[config.mk]
export PLATFORM = sky130hd
export DESIGN_NAME = box_zone_occupancy_alert_unit
export DESIGN_NICKNAME = d
export VERILOG_FILES = /design/src/rtl/core/bzoa_pkg.sv /design/src/rtl/core/bzoa_zone_regs.sv /design/src/rtl/core/bzoa_point_gen.sv /design/src/rtl/core/bzoa_zone_test.sv /design/src/rtl/core/box_zone_occupancy_alert_unit.sv
export SDC_FILE = /design/constraint.sdc
export NUM_CORES = 2
export LEC_CHECK = 0
export ABC_AREA = 1
export BUFFER_PORTS_ARGS = -buffer_cell sky130_fd_sc_hd__buf_4
export CORE_MARGIN = 2
export CORE_UTILIZATION = 50
export DETAILED_ROUTE_END_ITERATION = 10
export PLACE_DENSITY = 0.68
export SYNTH_ARGS = -nofsm -noshare
export SYNTH_HDL_FRONTEND = slang
export SYNTH_HIERARCHICAL = 1
export SYNTH_SLANG_ARGS = --single-unit
[constraint.sdc]
create_clock -name clk -period 9.05 [get_ports clk]
set_input_delay 1.81 -clock clk [delete_from_list [all_inputs] [get_ports clk]]
set_output_delay 1.81 -clock clk [all_outputs]
set_load 0.01 [all_outputs]
[src/rtl/core/bzoa_pkg.sv]
// Shared constants, types and reciprocal factors for the box zone occupancy alert unit.
package bzoa_pkg;

  localparam int REG_COUNT         = 6;
  localparam int ZONE_COUNT_DEF    = 6;
  localparam int FRACTION_BITS_DEF = 4;
  localparam int POINT_COUNT       = 5;
  localparam int MIN_INSIDE        = 3;
  localparam int COORD_W           = 16;
  localparam int PT_W              = 18;
  localparam int CFG_IDX_W         = 3;
  localparam int CFG_DATA_W        = 64;

  // floor(n / d) == (n * M) >> S, exact for every n below 2^N when
  // S = N + ceil(log2(d)) and M = ceil(2^S / d).
  localparam int S140 = 29;  // n < 2^21, d = 140
  localparam logic [21:0] M140 = 22'(((64'd1 << S140) + 64'd139) / 64'd140);
  localparam int S5A = 20;   // n = 2h < 2^17, d = 5
  localparam logic [17:0] M5A = 18'(((64'd1 << S5A) + 64'd4) / 64'd5);
  localparam int S10 = 22;   // n = 3h < 2^18, d = 10
  localparam logic [18:0] M10 = 19'(((64'd1 << S10) + 64'd9) / 64'd10);
  localparam int S5B = 19;   // n = h < 2^16, d = 5
  localparam logic [16:0] M5B = 17'(((64'd1 << S5B) + 64'd4) / 64'd5);

  typedef logic signed [PT_W-1:0] coord_t;

  typedef struct packed {
    coord_t x;
    coord_t y;
  } point_t;

  // Zone bounds in whole pixels, already ordered low/high.
  typedef struct packed {
    logic [COORD_W-1:0] xlo;
    logic [COORD_W-1:0] xhi;
    logic [COORD_W-1:0] ylo;
    logic [COORD_W-1:0] yhi;
  } zone_bounds_t;

  // Register reset values, index 0 in the low slot.
  localparam logic [REG_COUNT-1:0][CFG_DATA_W-1:0] ZONE_RESET = {
    64'd168887563049370250,
    64'd140739635875021350,
    64'd112591708700672450,
    64'd84443781526323550,
    64'd56295854351974650,
    64'd28147927177625750
  };

endpackage

[src/rtl/core/bzoa_zone_regs.sv]
// Zone rectangle register file; bounds are ordered low/high as they are written.
module bzoa_zone_regs (
  input  logic                                  clk,
  input  logic                                  rst,
  input  logic                                  cfg_wr,
  input  logic [bzoa_pkg::CFG_IDX_W-1:0]        cfg_index,
  input  logic [bzoa_pkg::CFG_DATA_W-1:0]       cfg_data,
  output bzoa_pkg::zone_bounds_t                zones [bzoa_pkg::REG_COUNT]
);

  function automatic bzoa_pkg::zone_bounds_t order_bounds(
    input logic [bzoa_pkg::CFG_DATA_W-1:0] raw
  );
    logic [15:0] xa, ya, xb, yb;
    bzoa_pkg::zone_bounds_t b;
    xa = raw[63:48];
    ya = raw[47:32];
    xb = raw[31:16];
    yb = raw[15:0];
    b.xlo = (xa < xb) ? xa : xb;
    b.xhi = (xa < xb) ? xb : xa;
    b.ylo = (ya < yb) ? ya : yb;
    b.yhi = (ya < yb) ? yb : ya;
    return b;
  endfunction

  bzoa_pkg::zone_bounds_t wr_bounds;
  assign wr_bounds = order_bounds(cfg_data);

  always_ff @(posedge clk) begin
    for (int i = 0; i < bzoa_pkg::REG_COUNT; i++) begin
      if (rst) begin
        zones[i] <= order_bounds(bzoa_pkg::ZONE_RESET[i]);
      end else if (cfg_wr && cfg_index == bzoa_pkg::CFG_IDX_W'(i)) begin
        zones[i] <= wr_bounds;
      end
    end
  end

endmodule

[src/rtl/core/bzoa_point_gen.sv]
// Five sample points of a box, using reciprocal multiplies for the constant divides.
module bzoa_point_gen (
  input  logic [bzoa_pkg::COORD_W-1:0] x,
  input  logic [bzoa_pkg::COORD_W-1:0] y,
  input  logic [bzoa_pkg::COORD_W-1:0] w,
  input  logic [bzoa_pkg::COORD_W-1:0] h,
  output bzoa_pkg::point_t             pts [bzoa_pkg::POINT_COUNT]
);

  logic [14:0] w_q_ceil;   // ceil(w/4)
  logic [13:0] w_q;        // floor(w/4)
  logic [20:0] n19;        // 19w + 139, so the divide rounds up
  logic [20:0] n27;
  logic [42:0] p19, p27;
  logic [13:0] q19, q27;
  logic [16:0] n2h;
  logic [17:0] n3h;
  logic [34:0] p2h;
  logic [36:0] p3h;
  logic [32:0] ph;
  logic [14:0] q2h5, q3h10;
  logic [13:0] qh5;
  bzoa_pkg::coord_t xs, ys;

  assign w_q_ceil = 15'((17'(w) + 17'd3) >> 2);
  assign w_q      = w[15:2];

  assign n19 = 21'(21'(w) * 21'd19 + 21'd139);
  assign n27 = 21'(21'(w) * 21'd27);
  assign p19 = 43'(n19) * 43'(bzoa_pkg::M140);
  assign p27 = 43'(n27) * 43'(bzoa_pkg::M140);
  assign q19 = p19[bzoa_pkg::S140 +: 14];
  assign q27 = p27[bzoa_pkg::S140 +: 14];

  assign n2h   = {h, 1'b0};
  assign n3h   = 18'(18'(h) * 18'd3);
  assign p2h   = 35'(n2h) * 35'(bzoa_pkg::M5A);
  assign p3h   = 37'(n3h) * 37'(bzoa_pkg::M10);
  assign ph    = 33'(h) * 33'(bzoa_pkg::M5B);
  assign q2h5  = p2h[bzoa_pkg::S5A +: 15];
  assign q3h10 = p3h[bzoa_pkg::S10 +: 15];
  assign qh5   = ph[bzoa_pkg::S5B +: 14];

  assign xs = bzoa_pkg::coord_t'(x);
  assign ys = bzoa_pkg::coord_t'(y);

  // x offsets -w/4, 0, +w/4, -19w/140, +27w/140 (floor); y offsets 2h/5, 3h/10, h/5
  assign pts[0].x = xs - bzoa_pkg::coord_t'(w_q_ceil);
  assign pts[1].x = xs;
  assign pts[2].x = xs + bzoa_pkg::coord_t'(w_q);
  assign pts[3].x = xs - bzoa_pkg::coord_t'(q19);
  assign pts[4].x = xs + bzoa_pkg::coord_t'(q27);

  assign pts[0].y = ys + bzoa_pkg::coord_t'(q2h5);
  assign pts[1].y = ys + bzoa_pkg::coord_t'(q3h10);
  assign pts[2].y = ys + bzoa_pkg::coord_t'(qh5);
  assign pts[3].y = ys + bzoa_pkg::coord_t'(qh5);
  assign pts[4].y = ys + bzoa_pkg::coord_t'(q2h5);

endmodule

[src/rtl/core/bzoa_zone_test.sv]
// Strict-inside test of five points against one zone, hit on three or more.
module bzoa_zone_test #(
  parameter int FRACTION_BITS = bzoa_pkg::FRACTION_BITS_DEF
) (
  input  bzoa_pkg::point_t       pts [bzoa_pkg::POINT_COUNT],
  input  bzoa_pkg::zone_bounds_t zone,
  output logic                   hit
);

  localparam int CW = bzoa_pkg::COORD_W + FRACTION_BITS + 2;

  logic signed [CW-1:0] xlo, xhi, ylo, yhi;
  logic [bzoa_pkg::POINT_COUNT-1:0] in_zone;
  logic [2:0] count;

  assign xlo = signed'(CW'(zone.xlo) << FRACTION_BITS);
  assign xhi = signed'(CW'(zone.xhi) << FRACTION_BITS);
  assign ylo = signed'(CW'(zone.ylo) << FRACTION_BITS);
  assign yhi = signed'(CW'(zone.yhi) << FRACTION_BITS);

  always_comb begin
    for (int i = 0; i < bzoa_pkg::POINT_COUNT; i++) begin
      in_zone[i] = (CW'(pts[i].x) > xlo) && (CW'(pts[i].x) < xhi) &&
                   (CW'(pts[i].y) > ylo) && (CW'(pts[i].y) < yhi);
    end
  end

  always_comb begin
    count = '0;
    for (int i = 0; i < bzoa_pkg::POINT_COUNT; i++) begin
      count = count + 3'(in_zone[i]);
    end
  end

  assign hit = count >= 3'(bzoa_pkg::MIN_INSIDE);

endmodule

[src/rtl/core/box_zone_occupancy_alert_unit.sv]
// Top level: per-box zone occupancy test with per-frame sticky alerts.
//
// One detection box is taken per cycle while no frame_last item waits on the
// output. A transfer on the input channel passes through two register
// stages: the first forms the five sample points (constant divides done as
// reciprocal multiplies), the second tests them against all zones in
// parallel and folds the hits into the per-frame flags. A frame's result is
// registered as its frame_last item leaves the second stage and sits in an
// output register until taken; input transfers keep flowing behind it as
// long as only items without frame_last are in flight. Zone registers may be
// written at any time the unit is idle; cfg_ready is always high and indices
// six and seven are ignored.
module box_zone_occupancy_alert_unit #(
  parameter int ZONE_COUNT    = bzoa_pkg::ZONE_COUNT_DEF,
  parameter int FRACTION_BITS = bzoa_pkg::FRACTION_BITS_DEF
) (
  input  logic                                clk,
  input  logic                                rst,
  // configuration write channel
  input  logic                                cfg_valid,
  output logic                                cfg_ready,
  input  logic [bzoa_pkg::CFG_IDX_W-1:0]      cfg_index,
  input  logic [bzoa_pkg::CFG_DATA_W-1:0]     cfg_data,
  // box input channel
  input  logic                                in_valid,
  output logic                                in_ready,
  input  logic                                box_present,
  input  logic [bzoa_pkg::COORD_W-1:0]        center_x,
  input  logic [bzoa_pkg::COORD_W-1:0]        center_y,
  input  logic [bzoa_pkg::COORD_W-1:0]        box_width,
  input  logic [bzoa_pkg::COORD_W-1:0]        box_height,
  input  logic                                frame_last,
  // frame result channel
  output logic                                out_valid,
  input  logic                                out_ready,
  output logic                                alert_enemy_buff,
  output logic                                alert_enemy_snipe,
  output logic                                alert_enemy_slope,
  output logic                                alert_self_outpost,
  output logic                                alert_self_sentry,
  output logic                                alert_self_base,
  output logic                                empty_frame
);

  localparam int RC = bzoa_pkg::REG_COUNT;

  // ---------------- configuration ----------------
  bzoa_pkg::zone_bounds_t zones [RC];

  assign cfg_ready = 1'b1;

  bzoa_zone_regs u_regs (
    .clk       (clk),
    .rst       (rst),
    .cfg_wr    (cfg_valid && cfg_ready),
    .cfg_index (cfg_index),
    .cfg_data  (cfg_data),
    .zones     (zones)
  );

  // ---------------- pipeline control ----------------
  logic a_valid, b_valid;
  logic a_fire, b_fire, o_free, b_ready;
  logic b_last, b_present;

  assign o_free   = !out_valid || out_ready;
  // only the frame's last item needs the output slot
  assign b_fire   = b_valid && (!b_last || o_free);
  assign b_ready  = !b_valid || b_fire;
  assign a_fire   = a_valid && b_ready;
  assign in_ready = !a_valid || a_fire;

  // ---------------- stage A: captured box ----------------
  logic                         a_present, a_last;
  logic [bzoa_pkg::COORD_W-1:0] a_x, a_y, a_w, a_h;

  always_ff @(posedge clk) begin
    if (rst) begin
      a_valid <= 1'b0;
    end else if (in_ready) begin
      a_valid <= in_valid;
    end
  end

  always_ff @(posedge clk) begin
    if (in_valid && in_ready) begin
      a_present <= box_present;
      a_last    <= frame_last;
      a_x       <= center_x;
      a_y       <= center_y;
      a_w       <= box_width;
      a_h       <= box_height;
    end
  end

  // ---------------- stage B: sample points ----------------
  bzoa_pkg::point_t a_pts [bzoa_pkg::POINT_COUNT];
  bzoa_pkg::point_t b_pts [bzoa_pkg::POINT_COUNT];

  bzoa_point_gen u_points (
    .x   (a_x),
    .y   (a_y),
    .w   (a_w),
    .h   (a_h),
    .pts (a_pts)
  );

  always_ff @(posedge clk) begin
    if (rst) begin
      b_valid <= 1'b0;
    end else if (b_ready) begin
      b_valid <= a_valid;
    end
  end

  always_ff @(posedge clk) begin
    if (a_fire) begin
      b_present <= a_present;
      b_last    <= a_last;
      b_pts     <= a_pts;
    end
  end

  // ---------------- zone tests ----------------
  logic [RC-1:0] zone_hit;

  for (genvar z = 0; z < RC; z++) begin : g_zone
    if (z < ZONE_COUNT) begin : g_on
      bzoa_zone_test #(
        .FRACTION_BITS (FRACTION_BITS)
      ) u_test (
        .pts  (b_pts),
        .zone (zones[z]),
        .hit  (zone_hit[z])
      );
    end else begin : g_off
      assign zone_hit[z] = 1'b0;  // zone not built
    end
  end

  // ---------------- frame state and result ----------------
  logic [RC-1:0] zone_hits, zone_hits_next;
  logic          box_seen, box_seen_next;
  logic [RC-1:0] alerts;
  logic          empty_reg;

  // marker items contribute nothing
  assign zone_hits_next = zone_hits | (b_present ? zone_hit : '0);
  assign box_seen_next  = box_seen || b_present;

  always_ff @(posedge clk) begin
    if (rst) begin
      zone_hits <= '0;
      box_seen  <= 1'b0;
      out_valid <= 1'b0;
    end else begin
      if (b_fire) begin
        if (b_last) begin
          zone_hits <= '0;
          box_seen  <= 1'b0;
        end else begin
          zone_hits <= zone_hits_next;
          box_seen  <= box_seen_next;
        end
      end
      if (b_fire && b_last) begin
        out_valid <= 1'b1;
      end else if (out_ready) begin
        out_valid <= 1'b0;
      end
    end
  end

  always_ff @(posedge clk) begin
    if (b_fire && b_last) begin
      alerts    <= zone_hits_next;
      empty_reg <= !box_seen_next;
    end
  end

  assign alert_enemy_buff   = alerts[0];
  assign alert_enemy_snipe  = alerts[1];
  assign alert_enemy_slope  = alerts[2];
  assign alert_self_outpost = alerts[3];
  assign alert_self_sentry  = alerts[4];
  assign alert_self_base    = alerts[5];
  assign empty_frame        = empty_reg;

  // ---------------- assertions ----------------
  // a zone can only be flagged by a box, so no box means no flags
  a_hits_need_box: assert property (@(posedge clk) disable iff (rst)
    !box_seen |-> zone_hits == '0)
    else $error("zone flag set without any box in the frame");

  // closing a frame clears the frame state and raises a result
  a_frame_close: assert property (@(posedge clk) disable iff (rst)
    b_fire && b_last |=> out_valid && zone_hits == '0 && !box_seen)
    else $error("frame close did not clear state or present a result");

  // an empty frame carries no alerts
  a_empty_clean: assert property (@(posedge clk) disable iff (rst)
    out_valid && empty_frame |-> alerts == '0)
    else $error("empty frame reported with an alert set");

endmodule

After elaboration in Yosys (flattened, before gate mapping)
Index checks and enable logic that the tools add are counted.
{"block": "classes", "add_sub_neg": 33, "multipliers": 8, "mux": 9, "eq_ne": 5, "n_bitwise": 1, "n_lt_le_gt_ge": 104, "reduce_logical": 112}
{"op": "> comparator 17 x 20 -> 1 bit", "n": 30}
{"op": "< comparator 17 x 20 -> 1 bit", "n": 30}
{"op": "> comparator 17 x 21 -> 1 bit", "n": 12}
{"op": "< comparator 17 x 21 -> 1 bit", "n": 12}
{"op": "> comparator 16 x 20 -> 1 bit", "n": 6}
{"op": "< comparator 16 x 20 -> 1 bit", "n": 6}
{"op": "logical AND 1 bit", "n": 100}
{"op": "multiplier 21 x 22 -> 43 bit (second input constant)", "n": 2}
{"op": "multiplier 16 x 16 -> 32 bit (second input constant)", "n": 2}
{"op": "2-to-1 mux 16 bit", "n": 4}
{"op": "adder 16 x 14 -> 17 bit", "n": 3}
{"op": "multiplier 16 x 5 -> 21 bit (second input constant)", "n": 2}
{"op": "multiplier 18 x 19 -> 37 bit (second input constant)", "n": 1}
{"op": "adder 3 x 1 -> 3 bit", "n": 12}
{"op": "adder 16 x 15 -> 17 bit", "n": 2}
{"op": "< comparator 16 bit", "n": 2}
{"op": "adder 21 x 8 -> 21 bit (second input constant)", "n": 1}
{"op": "adder 2 x 1 -> 3 bit", "n": 6}
{"op": ">= comparator 3 x 2 -> 1 bit (second input constant)", "n": 6}
{"op": "multiplier 16 x 2 -> 18 bit (second input constant)", "n": 1}
{"op": "adder 16 x 2 -> 17 bit (second input constant)", "n": 1}
{"op": "subtractor 16 x 14 -> 17 bit", "n": 1}
{"op": "subtractor 16 x 15 -> 17 bit", "n": 1}
{"op": "adder 1 x 1 -> 2 bit", "n": 6}
{"op": "other kinds (10)", "n": 23}
{"block": "word_totals", "in_bits": 138, "wordCells": 319, "output_inout_bits": 10, "register_bits": 604}

Depth between registers and ports, before layout
{"block": "logic_depth", "ltp_word": 12, "depth_mapped": 58, "ltp_nobuf": 58}

Cells and area by module
The synthesis kept the hierarchy.
{"module": "bzoa_point_gen", "cells_each": 4477, "seq_area_each_um2": 0.0, "area_per_inst_um2": 34962.3, "instances": 1}
{"module": "bzoa_zone_test at g_zone[1].g_on.u_test ...", "cells_each": 1210, "seq_area_each_um2": 0.0, "area_per_inst_um2": 7880.1, "instances": 4}
{"module": "bzoa_zone_regs", "cells_each": 2615, "seq_area_each_um2": 7687.4, "area_per_inst_um2": 17366.7, "instances": 1}
{"module": "bzoa_zone_test at g_zone[5].g_on.u_test", "cells_each": 1280, "seq_area_each_um2": 0.0, "area_per_inst_um2": 8177.8, "instances": 1}
{"module": "bzoa_zone_test at g_zone[0].g_on.u_test", "cells_each": 1315, "seq_area_each_um2": 0.0, "area_per_inst_um2": 8169.1, "instances": 1}
{"module": "box_zone_occupancy_alert_unit", "cells_each": 331, "seq_area_each_um2": 7857.5, "area_per_inst_um2": 8140.3, "instances": 1}

Least setup slack after synthesis
Ideal clock, no wire load.
{"block": "synth_path", "path_type": "register to register", "startpoint": "register a_w[0] (netlist bit)", "endpoint": "register b_pts[32] (netlist bit), data pin", "stages_incl_launch_ff": 44, "setup_ps": 260, "slack_ps": -756, "path_buffers": 1, "t_arrival_ps": 9546, "required_ps": 8790, "period_less_slack_ps": 9806, "path_cell_list": "edfxtp_1 clkbuf_1 inv_1 ha_1 ha_1 fa_1 ha_1 nand2_1 nor2_1 nand3_1 nand3_2 inv_1 o21ai_0 xnor2_1 inv_1 fa_1 fa_1 inv_1 [8 not listed] nand2_1 nor2_1 inv_1 nor3_1 nand3_1 nand3_1 xor2_1 ha_1 inv_1 fa_1 inv_1 nand3_1 nand4_1 nand3_1 nand2_1 nand2_1 nand2_1 xor2_1"}
{"item": "start: declaration", "line_no": "box_zone_occupancy_alert_unit.sv:75", "text": "logic [bzoa_pkg::COORD_W-1:0] a_x, a_y, a_w, a_h;"}
{"item": "start signal: assignment", "line_no": "box_zone_occupancy_alert_unit.sv:91", "text": "a_w <= box_width;"}
{"item": "end signal: assignment", "line_no": "box_zone_occupancy_alert_unit.sv:120", "text": "b_pts <= a_pts;"}
{"item": "end: declaration", "line_no": "box_zone_occupancy_alert_unit.sv:98", "text": "bzoa_pkg::point_t b_pts [bzoa_pkg::POINT_COUNT];"}

==> results.py <==
metrics = {
    "outcome": {
        "run_status": "finished with violations",
        "violations": "setup timing",
    },
    "global_route": {
        "grt_max_degree": 128,
        "antenna_found_initial": 22,
        "grt_pass1_vias": 97300,
        "grt_pass1_wl_um": 615000,
        "grt_usage": 0.373,
        "gr-total-overflow": 0,
    },
    "clock_network": {
        "cts_buffers": 87,
        "cts_tree": "done",
        "root_buffer": "clkbuf_16",
        "cts_sinks": 649,
        "cts_max_level": 3,
        "clockBufferDepth": 3,
        "clkSlewWorstSetupHoldPaths_ps": 60,
        "clk_latency_ps": 830,
    },
    "layout": {
        "area_delta_synth_final_pct": 13.4,
        "fillers": 20500,
        "drive_gt1_frac": 0.0991,
        "fin_nets": 19000,
    },
    "setup_path": {
        "cp_top_family": "adder cells",
        "timing.rr.start": "a_w[2]",
        "critPathMaxStageDelay_ps": 570,
        "r2r_slack_ps": -500,
        "rr_worst_depth": 48,
        "start_kind": "register",
        "critPathCaptureType": "register",
        "path_common_cell": "inv_2",
        "cp_num_buf_inv": 11,
        "crit_arrival_ps": 10060,
        "path_max_fanout": 5,
        "crit_type": "reg -> reg",
        "worst_r2r_endpoint": "b_pts[32]",
        "required_ps": 9560,
        "cp_slowest_cell": "fa_1",
    },
    "timing": {
        "hold_violations": 0,
        "setup_viol": 29,
        "worst_slack_ps": -502,
        "fmax_mhz": 105,
        "slew_headroom": 0.0891,
        "skew_ps": 45.1,
        "worst_slew_pin_slew_ps": 1370,
        "rsz0062_at_grt": "yes",
        "report.final.slew_viol_count": 0,
        "post-route-min-period_ps": 9550,
        "fin_crit_sh": 1.06,
        "timing.hold.ws_ps": 420,
    },
    "detailed_routing": {
        "wl_um": 423000,
        "drt-initial-drc-count": 11900,
        "via_per_inst": 5.63,
        "drt-pass1-iter-count": 6,
        "ant_nets": 0,
        "wl_per_cell_um": 22.8,
        "drcViolationCount": 0,
        "vias": 104000,
    },
    "synth": {
        "synth_cells": 14900,
        "ys_warn_count": 6,
        "async_reset_ff_frac": 0,
        "ys_types": 69,
        "yosys.area_share.simple": 0.235,
        "synth.cell_area_mm2": 0.108,
        "synth_mux_area_frac": 0,
        "synth_xor_area_frac": 0.0171,
        "ys_seq_area_frac": 0.143,
        "synthAdderAreaFrac": 0.407,
        "syn_avg_cell_area_um2": 7.29,
        "synth_top_family_by_area": "adder cells",
        "synth_compound_area_frac": 0.0947,
        "synth_top_flop_cell": "dfxtp_1",
        "synth_seq_cells": 649,
        "synth_edf_count": 255,
    },
    "min_path": {
        "hold_path.class": "reg -> reg",
        "hold_start": "a_last",
        "min_path_cells": 0,
        "holdPathEnd": "b_last",
    },
    "job": {
        "cap_violations": 0,
    },
    "placed_design": {
        "port-buffer-count": 146,
        "place_ws_ps": -613,
        "gp_congestion": 1.06,
        "dp_hpwl_um": 327000,
    },
    "die": {
        "die-area_mm2": 0.220,
        "core_region_area_mm2": 0.215,
        "ioPinCount": 148,
        "die_x_um": 469,
        "dieHeight_um": 469,
        "start_util": 0.504,
        "rows": 170,
    },
}
[layer usage]
| layer | up-vias | global-route usage | wire [um] |
|---|---|---|---|
| li1 | 50000 | - | - |
| met1 | 48100 | 0.492 | 173000 |
| met2 | 4996 | 0.556 | 174000 |
| met3 | 1154 | 0.0856 | 48000 |
| met4 | 10 | 0.218 | 29100 |
| met5 | - | 0 | 69 |
[metrics by stage]
step | setup TNS, ps | std cells | util | area, um^2
3_5_place_dp | -13680 | 18300 | 0.546 | 117000
3_3_place_gp | -10790 | 18300 | 0.546 | 117000
4_1_cts | -4490 | 18500 | 0.565 | 122000
2_1_floorplan | -190 | 14900 | - | 109000
6_report | -7270 | 18500 | 0.571 | 123000
5_1_grt | -18740 | 18500 | 0.571 | 123000
[layout by cell type (no fill, tap or decap), types with 53 or more instances in the layout]
cell type and instances:
o21ai_0 318, nand2_1 2945, ha_4 61, edfxtp_1 255, nand2_2 80, o21a_1 92, inv_2 61, buf_4 858
a21o_1 118, dfxtp_1 394, a21oi_1 1078, o21bai_1 53, nor3_1 167, nand3_1 918, ha_1 2660, clkbuf_16 88
fa_1 486, nor2_1 1486, inv_1 2555, nand4_1 156, xor2_1 139
[area by class of cell]
cell class | count | area (um^2) | area share
Multi-Input combinational cell | 11400 | 84000 | 0.684
Sequential cell | 649 | 15500 | 0.127
Inverter | 2620 | 9850 | 0.0802
Timing Repair Buffer | 884 | 6760 | 0.0550
Tap cell | 2838 | 3550 | 0.0289
Clock buffer | 111 | 2370 | 0.0193
Clock inverter | 52 | 726 | 0.00591
Antenna cell | 12 | 30.0 | 0.000244
[logic make-up (layout without fill, tap and decap cells)]
kind of cell,after synthesis,count (layout)
flip-flops,649,649
XOR/XNOR,212,212
AO/OA/AOI/OAI,1861,1861
AND/OR/NAND/NOR,6067,6067
adder cells (fa/ha/maj),3228,3228
other,2,22
buffers and inverters,2839,3667
[cells in the mapped netlist (all sizes together), types with 4 or more instances]
cell type / instances / area (um^2)
nor3b: 16 / 130
clkbuf: 63 / 236
a211oi: 4 / 35.0
o211ai: 8 / 60.1
a21o: 118 / 886
nor3: 184 / 978
a21boi: 30 / 233
o2111ai: 8 / 70.1
inv: 2620 / 9840
a21oi: 1141 / 5740
nor2b: 4 / 25.0
nand4: 159 / 1020
and2: 25 / 156
buf: 156 / 1010
o31ai: 5 / 37.5
nor4: 46 / 288
xnor2: 54 / 473
a31oi: 29 / 181
edfxtp: 255 / 7660
nor2: 1562 / 5970
o21a: 92 / 691
xor2: 158 / 1380
or2: 27 / 169
nand3b: 51 / 387
o21bai: 57 / 435
nand3: 946 / 4780
ha: 2729 / 34100
o21ai: 360 / 1810
dfxtp: 394 / 7890
fa: 499 / 9990
and3: 5 / 31.3
nand2: 3042 / 11500
[worst max-delay path by stage]
stage,startpoint,endpoint,slack [ps],depth (start not counted)
3_3_place_gp,a_w[5],b_pts[64],-520,43
6_report,a_w[2],b_pts[32],-500,48
2_1_floorplan,a_w[7],b_pts[64],-90,41
5_1_grt,a_w[2],b_pts[32],-900,48
4_1_cts,a_w[2],b_pts[32],-310,47
3_5_place_dp,a_w[2],b_pts[32],-610,49
[state kept, by name, indices dropped and copies added, names as in the netlist, 6 cells and up]
signal / flops
u_regs/zones: 384
b_pts: 180
a_h: 16
a_w: 16
a_x: 16
a_y: 16
alerts: 6
zone_hits: 6
[worst reg2reg max path: cells and delay by family, from the launching register on]
kind / cells / cell delay, ps
compound gates: 6 / 770
xor+xnor: 3 / 510
fa+ha+maj: 14 / 5680
buf+inv: 11 / 640
flops: 1 / 500
simple gates: 14 / 1230
[timing repair]
item                                    4_1_cts  5_1_grt
endpoints found under the setup margin       33       43
hold buffers                                  0        0
setup buffers                                33       30
pin swaps                                    73      111
resized for setup                           195      224
Power is not shown: default switching activity piles up to over one toggle a cycle in this logic, so the estimate is an artifact.
